<file path="config.mk">
export PLATFORM = sky130hd
export DESIGN_NAME = min_separation_point_filter_unit
export DESIGN_NICKNAME = d
export VERILOG_FILES = /design/src/rtl/msp_pkg.sv /design/src/rtl/msp_store.sv /design/src/rtl/msp_dist.sv /design/src/rtl/min_separation_point_filter_unit.sv
export VERILOG_INCLUDE_DIRS = /design/src /design/src/rtl
export SDC_FILE = /design/constraint.sdc
export NUM_CORES = 2
export LEC_CHECK = 0
export ABC_CLOCK_PERIOD_IN_PS = 22700
export BUFFER_PORTS_ARGS = -buffer_cell sky130_fd_sc_hd__buf_2
export CAP_MARGIN = 20
export CORE_UTILIZATION = 69
export DETAILED_ROUTE_END_ITERATION = 8
export PLACE_DENSITY = 0.88
export REMOVE_ABC_BUFFERS = 1
export SETUP_SLACK_MARGIN = 0.1
export SLEW_MARGIN = 10
export SYNTH_ARGS = -nofsm -noshare
export SYNTH_HDL_FRONTEND = slang
export SYNTH_SLANG_ARGS = --single-unit
</file>
<file path="constraint.sdc">
create_clock -name clk_i -period 22.7 [get_ports clk_i]
set_input_delay 4.54 -clock clk_i [delete_from_list [all_inputs] [get_ports clk_i]]
set_output_delay 4.54 -clock clk_i [all_outputs]
set_load 0.02 [all_outputs]
</file>
<file path="src/rtl/min_separation_point_filter_unit_defines.svh">
// assertion helpers for the point filter
`ifndef MIN_SEPARATION_POINT_FILTER_UNIT_DEFINES_SVH
`define MIN_SEPARATION_POINT_FILTER_UNIT_DEFINES_SVH

// property checked on every clock edge outside reset
`define MSP_ASSERT(label, prop, msg) \
  label: assert property (@(posedge clk_i) disable iff (!rst_ni) prop) \
    else $error(msg);

// condition that must never be seen outside reset
`define MSP_ASSERT_NEVER(label, cond, msg) \
  `MSP_ASSERT(label, !(cond), msg)

`endif

</file>
<file path="src/rtl/msp_pkg.sv">
package msp_pkg;

  // field widths
  localparam int unsigned CoordW  = 16;
  localparam int unsigned SepW    = 12;
  localparam int unsigned Sep2W   = 2 * SepW;
  localparam int unsigned SqW     = 2 * CoordW;
  localparam int unsigned SumW    = SqW + 2;
  localparam int unsigned SlotW   = 4;
  localparam int unsigned KindW   = 2;
  localparam int unsigned StatusW = 2;

  // separation after reset, 3 units
  localparam logic [SepW-1:0] SepReset = 12'd48;

  // result status codes
  localparam logic [StatusW-1:0] StatusKept  = 2'd0;
  localparam logic [StatusW-1:0] StatusClose = 2'd1;
  localparam logic [StatusW-1:0] StatusFull  = 2'd2;

  // one 3d point
  typedef struct packed {
    logic signed [CoordW-1:0] x;
    logic signed [CoordW-1:0] y;
    logic signed [CoordW-1:0] z;
  } point_t;

  // sequencer to distance unit
  typedef struct packed {
    logic clear;
    logic issue;
  } dist_ctl_t;

  // distance unit to sequencer
  typedef struct packed {
    logic busy;
    logic close;
  } dist_sts_t;

  // sequencer states
  typedef enum logic [1:0] {
    StIdle,
    StScan,
    StFinish
  } fsm_e;

endpackage

</file>
<file path="src/rtl/msp_store.sv">
module msp_store #(
  parameter int unsigned Depth = 16,
  parameter int unsigned AddrW = 4
) (
  input  logic                clk_i,
  input  logic                we_i,
  input  logic [AddrW-1:0]    waddr_i,
  input  msp_pkg::point_t     wdata_i,
  input  logic [AddrW-1:0]    raddr_i,
  output msp_pkg::point_t     rdata_o
);

  msp_pkg::point_t mem_q [Depth];
  msp_pkg::point_t rdata_q;

  // kept point table, one write and one registered read per cycle
  always_ff @(posedge clk_i) begin
    if (we_i) begin
      mem_q[waddr_i] <= wdata_i;
    end
    rdata_q <= mem_q[raddr_i];
  end

  assign rdata_o = rdata_q;

endmodule

</file>
<file path="src/rtl/msp_dist.sv">
module msp_dist (
  input  logic                          clk_i,
  input  logic                          rst_ni,
  input  msp_pkg::dist_ctl_t            ctl_i,
  input  msp_pkg::point_t               kept_i,
  input  msp_pkg::point_t               cand_i,
  input  logic [msp_pkg::Sep2W-1:0]     sep2_i,
  output msp_pkg::dist_sts_t            sts_o
);

  localparam int unsigned DiffW = msp_pkg::CoordW + 1;

  logic                           rd_v_q, sq_v_q, sum_v_q;
  logic                           close_q;
  logic signed [DiffW-1:0]        dx, dy, dz;
  logic [msp_pkg::CoordW-1:0]     mx, my, mz;
  logic [msp_pkg::SqW-1:0]        sqx_d, sqy_d, sqz_d;
  logic [msp_pkg::SqW-1:0]        sqx_q, sqy_q, sqz_q;
  logic [msp_pkg::SumW-1:0]       sum_d, sum_q;

  // per axis difference and magnitude, fits 16 bits unsigned
  assign dx = $signed({kept_i.x[msp_pkg::CoordW-1], kept_i.x})
            - $signed({cand_i.x[msp_pkg::CoordW-1], cand_i.x});
  assign dy = $signed({kept_i.y[msp_pkg::CoordW-1], kept_i.y})
            - $signed({cand_i.y[msp_pkg::CoordW-1], cand_i.y});
  assign dz = $signed({kept_i.z[msp_pkg::CoordW-1], kept_i.z})
            - $signed({cand_i.z[msp_pkg::CoordW-1], cand_i.z});

  assign mx = dx[DiffW-1] ? msp_pkg::CoordW'(-dx) : dx[msp_pkg::CoordW-1:0];
  assign my = dy[DiffW-1] ? msp_pkg::CoordW'(-dy) : dy[msp_pkg::CoordW-1:0];
  assign mz = dz[DiffW-1] ? msp_pkg::CoordW'(-dz) : dz[msp_pkg::CoordW-1:0];

  // squares, one multiplier per axis
  assign sqx_d = msp_pkg::SqW'(mx) * msp_pkg::SqW'(mx);
  assign sqy_d = msp_pkg::SqW'(my) * msp_pkg::SqW'(my);
  assign sqz_d = msp_pkg::SqW'(mz) * msp_pkg::SqW'(mz);

  assign sum_d = msp_pkg::SumW'(sqx_q) + msp_pkg::SumW'(sqy_q) + msp_pkg::SumW'(sqz_q);

  // stage valid flags and sticky too-close flag
  always_ff @(posedge clk_i or negedge rst_ni) begin
    if (!rst_ni) begin
      rd_v_q  <= 1'b0;
      sq_v_q  <= 1'b0;
      sum_v_q <= 1'b0;
      close_q <= 1'b0;
    end else begin
      rd_v_q  <= ctl_i.issue & ~ctl_i.clear;
      sq_v_q  <= rd_v_q & ~ctl_i.clear;
      sum_v_q <= sq_v_q & ~ctl_i.clear;
      if (ctl_i.clear) begin
        close_q <= 1'b0;
      end else if (sum_v_q && (sum_q < msp_pkg::SumW'(sep2_i))) begin
        close_q <= 1'b1;
      end
    end
  end

  // datapath stage registers
  always_ff @(posedge clk_i) begin
    sqx_q <= sqx_d;
    sqy_q <= sqy_d;
    sqz_q <= sqz_d;
    sum_q <= sum_d;
  end

  assign sts_o.busy  = rd_v_q | sq_v_q | sum_v_q;
  assign sts_o.close = close_q;

endmodule

</file>
<file path="src/rtl/min_separation_point_filter_unit.sv">
// Minimum separation point filter. Each candidate point taken on start is
// compared against every point already kept, one table entry per cycle
// through a single read port and a four stage distance pipeline (read,
// square, sum, compare), then appended if no kept point lies closer than
// min_separation and the table is not full. busy stays high while the
// table is scanned, the pipeline drains and the decision is taken. The
// result is shown for one cycle on done_o, in the first cycle with busy
// low; the receiver cannot stall it and must capture it then. A new item
// may be started in that same cycle. min_separation may only be written
// while busy is low.
`include "min_separation_point_filter_unit_defines.svh"

module min_separation_point_filter_unit #(
  parameter int unsigned MAX_POINTS = 16
) (
  input  logic                               clk_i,
  input  logic                               rst_ni,
  input  logic                               cfg_we_i,
  input  logic [msp_pkg::SepW-1:0]           cfg_wdata_i,
  input  logic                               start,
  output logic                               busy,
  input  logic                               start_new_set_i,
  input  logic signed [msp_pkg::CoordW-1:0]  pos_x_i,
  input  logic signed [msp_pkg::CoordW-1:0]  pos_y_i,
  input  logic signed [msp_pkg::CoordW-1:0]  pos_z_i,
  input  logic [msp_pkg::KindW-1:0]          seed_kind_i,
  output logic                               done_o,
  output logic [msp_pkg::StatusW-1:0]        status_o,
  output logic [msp_pkg::SlotW-1:0]          slot_o,
  output logic signed [msp_pkg::CoordW-1:0]  out_x_o,
  output logic signed [msp_pkg::CoordW-1:0]  out_y_o,
  output logic signed [msp_pkg::CoordW-1:0]  out_z_o,
  output logic [msp_pkg::KindW-1:0]          out_kind_o
);

  localparam int unsigned CntW  = $clog2(MAX_POINTS + 1);
  localparam int unsigned AddrW = (MAX_POINTS > 1) ? $clog2(MAX_POINTS) : 1;

  msp_pkg::fsm_e                  fsm_q, fsm_d;
  logic [msp_pkg::SepW-1:0]       min_sep_q;
  logic [msp_pkg::Sep2W-1:0]      sep2_q;
  logic [CntW-1:0]                cnt_q, idx_q;
  msp_pkg::point_t                cand_q;
  logic [msp_pkg::KindW-1:0]      kind_q;
  logic                           accept, issue, full, keep, finish;
  logic [CntW+msp_pkg::SlotW-1:0] cnt_ext;
  msp_pkg::point_t                kept_rd;
  msp_pkg::dist_ctl_t             dist_ctl;
  msp_pkg::dist_sts_t             dist_sts;

  logic                           done_q;
  logic [msp_pkg::StatusW-1:0]    status_q;
  logic [msp_pkg::SlotW-1:0]      slot_q;
  msp_pkg::point_t                out_pt_q;
  logic [msp_pkg::KindW-1:0]      out_kind_q;

  assign accept  = start & (fsm_q == msp_pkg::StIdle);
  assign finish  = (fsm_q == msp_pkg::StFinish);
  assign full    = (cnt_q == CntW'(MAX_POINTS));
  assign keep    = ~dist_sts.close & ~full;
  assign cnt_ext = {{msp_pkg::SlotW{1'b0}}, cnt_q};

  // sequencer: scan kept entries, drain the pipeline, then decide
  always_comb begin
    fsm_d = fsm_q;
    issue = 1'b0;
    unique case (fsm_q)
      msp_pkg::StIdle: begin
        if (start) fsm_d = msp_pkg::StScan;
      end
      msp_pkg::StScan: begin
        if (idx_q != cnt_q) begin
          issue = 1'b1;
        end else if (!dist_sts.busy) begin
          fsm_d = msp_pkg::StFinish;
        end
      end
      msp_pkg::StFinish: begin
        fsm_d = msp_pkg::StIdle;
      end
      default: begin
        fsm_d = msp_pkg::StIdle;
      end
    endcase
  end

  // control registers
  always_ff @(posedge clk_i or negedge rst_ni) begin
    if (!rst_ni) begin
      fsm_q     <= msp_pkg::StIdle;
      min_sep_q <= msp_pkg::SepReset;
      cnt_q     <= '0;
      idx_q     <= '0;
      done_q    <= 1'b0;
    end else begin
      fsm_q  <= fsm_d;
      done_q <= finish;
      if (cfg_we_i) begin
        min_sep_q <= cfg_wdata_i;
      end
      if (accept) begin
        idx_q <= '0;
      end else if (issue) begin
        idx_q <= idx_q + CntW'(1);
      end
      if (accept && start_new_set_i) begin
        cnt_q <= '0;
      end else if (finish && keep) begin
        cnt_q <= cnt_q + CntW'(1);
      end
    end
  end

  // item capture and result registers
  always_ff @(posedge clk_i) begin
    if (accept) begin
      cand_q.x <= pos_x_i;
      cand_q.y <= pos_y_i;
      cand_q.z <= pos_z_i;
      kind_q   <= seed_kind_i;
      sep2_q   <= msp_pkg::Sep2W'(min_sep_q) * msp_pkg::Sep2W'(min_sep_q);
    end
    if (finish) begin
      if (dist_sts.close) begin
        status_q <= msp_pkg::StatusClose;
      end else if (full) begin
        status_q <= msp_pkg::StatusFull;
      end else begin
        status_q <= msp_pkg::StatusKept;
      end
      slot_q     <= keep ? cnt_ext[msp_pkg::SlotW-1:0] : '0;
      out_pt_q   <= cand_q;
      out_kind_q <= kind_q;
    end
  end

  // kept point table
  msp_store #(
    .Depth (MAX_POINTS),
    .AddrW (AddrW)
  ) u_store (
    .clk_i   (clk_i),
    .we_i    (finish & keep),
    .waddr_i (cnt_q[AddrW-1:0]),
    .wdata_i (cand_q),
    .raddr_i (idx_q[AddrW-1:0]),
    .rdata_o (kept_rd)
  );

  // single distance unit for all kept entries
  assign dist_ctl.clear = accept;
  assign dist_ctl.issue = issue;

  msp_dist u_dist (
    .clk_i  (clk_i),
    .rst_ni (rst_ni),
    .ctl_i  (dist_ctl),
    .kept_i (kept_rd),
    .cand_i (cand_q),
    .sep2_i (sep2_q),
    .sts_o  (dist_sts)
  );

  assign busy       = (fsm_q != msp_pkg::StIdle);
  assign done_o     = done_q;
  assign status_o   = status_q;
  assign slot_o     = slot_q;
  assign out_x_o    = out_pt_q.x;
  assign out_y_o    = out_pt_q.y;
  assign out_z_o    = out_pt_q.z;
  assign out_kind_o = out_kind_q;

  // checks
  `MSP_ASSERT(a_done_after_finish, done_o |-> $past(fsm_q == msp_pkg::StFinish), "result without finish")
  `MSP_ASSERT_NEVER(a_cnt_bound, cnt_q > CntW'(MAX_POINTS), "kept count beyond table")
  `MSP_ASSERT(a_finish_drained, finish |-> !dist_sts.busy, "decision with pipeline busy")
  `MSP_ASSERT(a_issue_in_range, issue |-> (idx_q < cnt_q), "read beyond kept count")
  `MSP_ASSERT(a_accept_busy, accept |=> busy, "item taken but not busy")

endmodule

</file>
==> metrics.cfg <==
[logic_synthesis]
synth-main-ff-cell = edfxtp_1
synth-adder-area-share = 0.254
postSynthCellCount = 5272
synthArstFlopShare = 0.0263
yosysMostFrequentCell = inv_1
ys_types = 97
synthXorXnorAreaFrac = 0.0333
synth-simple-area-share = 0.0654
synthTopCellsByArea = edfxtp_1 39%, fa_1 17%, ha_1 8.9%
synth_edf_count = 897
synth_top_family_by_area = adder cells
synth_seq_cells = 1101
synth-compound-area-share = 0.0555
synth_area_leader_cell = edfxtp_1
yosysWarnings = 0
synthTopCellsByCount = 930 x inv_1, 897 x edfxtp_1, 570 x fa_1
syn-mean-instance-area_um2 = 13.1
synth_seq_area_share = 0.452
syn_area_um2 = 68900
muxShareOfSynthArea = 0.0810
synth_top_area_share = 0.391

[routing]
drc = 0
first_pass_iters = 8
wl_per_cell_um = 25.0
dr_total_vias = 44093
wl_um = 171000
vias_per_cell = 6.45
drtIter0Drc = 5324
ant_nets = 0

[placed_design]
place.gp.congestion = 0.984
dp_hpwl_um = 109000
port_buffers = 124
pre_cts_ws_ps = 12300

[global_routing]
grt_max_degree = 78
grt_pass1_wl_um = 265000
grtUsageTotal = 0.346
met3_usage = 0.0722
antenna_found_initial = 3
grt_overflow = 0
gr-usage-met1 = 0.443
met2_usage = 0.562
busiest_layer = met2
grt_pass1_vias = 46587

[timing]
fmax_mhz = 92.0
max_slew.worst_pin.slew_ps = 1210
setup_tns_ps = 0
post-route-period-util = 0.479
rsz0062_at_grt = false
finClkSkew_ps = 52.0
slew_headroom = 0.190
slew_viol_final = 0
setup_viol = 0
period_needed_ps = 10870
hold_viol = 0
timing.final.ws_setup_ps = 11830

[worst_setup_path]
reg2reg_slack_ps = 11830
cpPeakStageDelay_ps = 970
worstSetupPathType = register to register
crit_arrival_ps = 11430
cp_num_buf_inv = 5
crit_required_ps = 23260
critPathSlowestCell = a2111oi_0
startpoint_type = register
end_kind = register
path_max_fanout = 19
crit_family = adder cells

[floorplan]
core_area_um2 = 98700
io_pins = 125
start_util = 0.698
row_count = 115
die_h_um = 318
dieArea_um2 = 101000
die_w_um = 318

[clock_tree]
root_buffer = clkbuf_16
cts_buffer_depth = 3
cts_tree = done
clk_pin_slew_ps = 70
cts_resized = 0
clock_latency_ps = 720
hold_buffers = 0
htree_levels = 3
numCtsBuffers = 104
post_cts_buffers = 0
clock_sink_count = 1101

[cells_and_area]
syn_to_final_growth_pct = 8.61
fin_nets = 6577
final_layout_size_suffix_gt1_frac = 0.124

[job]
maxCapViolCount = 0

[worst_hold_path]
worstHoldPathType = register to register

[status]
status = complete, no violations

[layout by cell type, fill, tap and decap left out, types with 14 or more instances in the layout]
| master | n |
|---|---|
| inv_1 | 930 |
| nand4_1 | 14 |
| o21ai_0 | 90 |
| a31oi_1 | 23 |
| a211oi_1 | 18 |
| buf_2 | 124 |
| ha_1 | 489 |
| nor2b_1 | 43 |
| nor3_1 | 45 |
| fa_1 | 570 |
| a21oi_1 | 175 |
| and3_1 | 14 |
| clkinv_1 | 22 |
| buf_4 | 60 |
| o21a_1 | 39 |
| xor2_1 | 104 |
| mux4_2 | 240 |
| nand2_1 | 261 |
| or2_2 | 17 |
| o21bai_1 | 14 |
| edfxtp_1 | 897 |
| dfxtp_1 | 175 |
| clkinv_2 | 22 |
| and2_1 | 58 |
| nand3_1 | 34 |
| clkbuf_16 | 106 |
| nand2b_1 | 59 |
| xnor2_1 | 152 |
| clkbuf_1 | 19 |
| dfrtp_1 | 23 |
| nor2_1 | 340 |
| a21o_1 | 94 |
[cells by family (layout without fill, tap and decap cells)]
| family | count (synthesis) | in the layout |
|---|---|---|
| flops | 1101 | 1101 |
| buf+inv | 1062 | 1333 |
| fa+ha+maj | 1059 | 1059 |
| simple gates | 961 | 961 |
| compound gates | 574 | 574 |
| xor+xnor | 259 | 259 |
| mux | 256 | 256 |
| other cells | 0 | 2 |
[routing by layer]
metal	wire, um	share of wire	vias up
met3	18700	0.11	793
met2	82200	0.48	3099
li1	-	-	18428
met1	59300	0.35	21773
met4	10900	0.064	0
met5	0	0	-
[final timing paths]
kind / endpoint / start / cells past startpoint
max: u_dist.sqx_q[31]$_DFF_P_ / cand_q[33]$_DFFE_PP_ / 34
min: out_kind_o[1]$_DFFE_PP_ / kind_q[1]$_DFFE_PP_ / 0
max reg2reg: u_dist.sqx_q[31]$_DFF_P_ / cand_q[33]$_DFFE_PP_ / 34
min reg2reg: out_kind_o[1]$_DFFE_PP_ / kind_q[1]$_DFFE_PP_ / 0
max in group asynchronous: idx_q[1]$_DFFE_PN0P_ / rst_ni / 1
min in group asynchronous: done_o$_DFF_PN0_ / rst_ni / 1
[layout make-up]
cell class / instances / area [um2]
multi-input cells: 3109 / 33800
well taps: 1287 / 1610
clock buffers: 135 / 2860
clock inverters: 63 / 747
inverters: 950 / 3570
fillers: 5636 / 23900
repair buffers: 185 / 1100
diodes: 2 / 5.00
flip-flops and latches: 1101 / 31200
[state kept, by name, summed over array words and instances (netlist names), 2 cells and up]
| register | count |
|---|---|
| fsm_q | 2 |
| u_store.mem_q | 768 |
| idx_q | 5 |
| min_sep_q | 12 |
| out_kind_o | 2 |
| cnt_q | 5 |
| u_dist.sum_q | 34 |
| out_y_o | 16 |
| cand_q | 48 |
| u_dist.sqx_q | 31 |
| out_x_o | 16 |
| status_o | 2 |
| slot_o | 4 |
| kind_q | 2 |
| u_dist.sqz_q | 31 |
| sep2_q | 23 |
| u_store.rdata_o | 48 |
| u_dist.sqy_q | 31 |
| out_z_o | 16 |
[stage by stage]
stage	cells	utilization	hold WS (ps)	area (um2)
global route	6831	0.758	437	74800
finish	6832	0.758	427	74800
floorplan	5160	-	400	68500
CTS	6829	0.758	426	74800
detailed placement	6631	0.721	414	71200
global placement	6631	0.721	407	71200
Power is not shown: default switching activity piles up to over one toggle a cycle in this logic, so the estimate is an artifact.
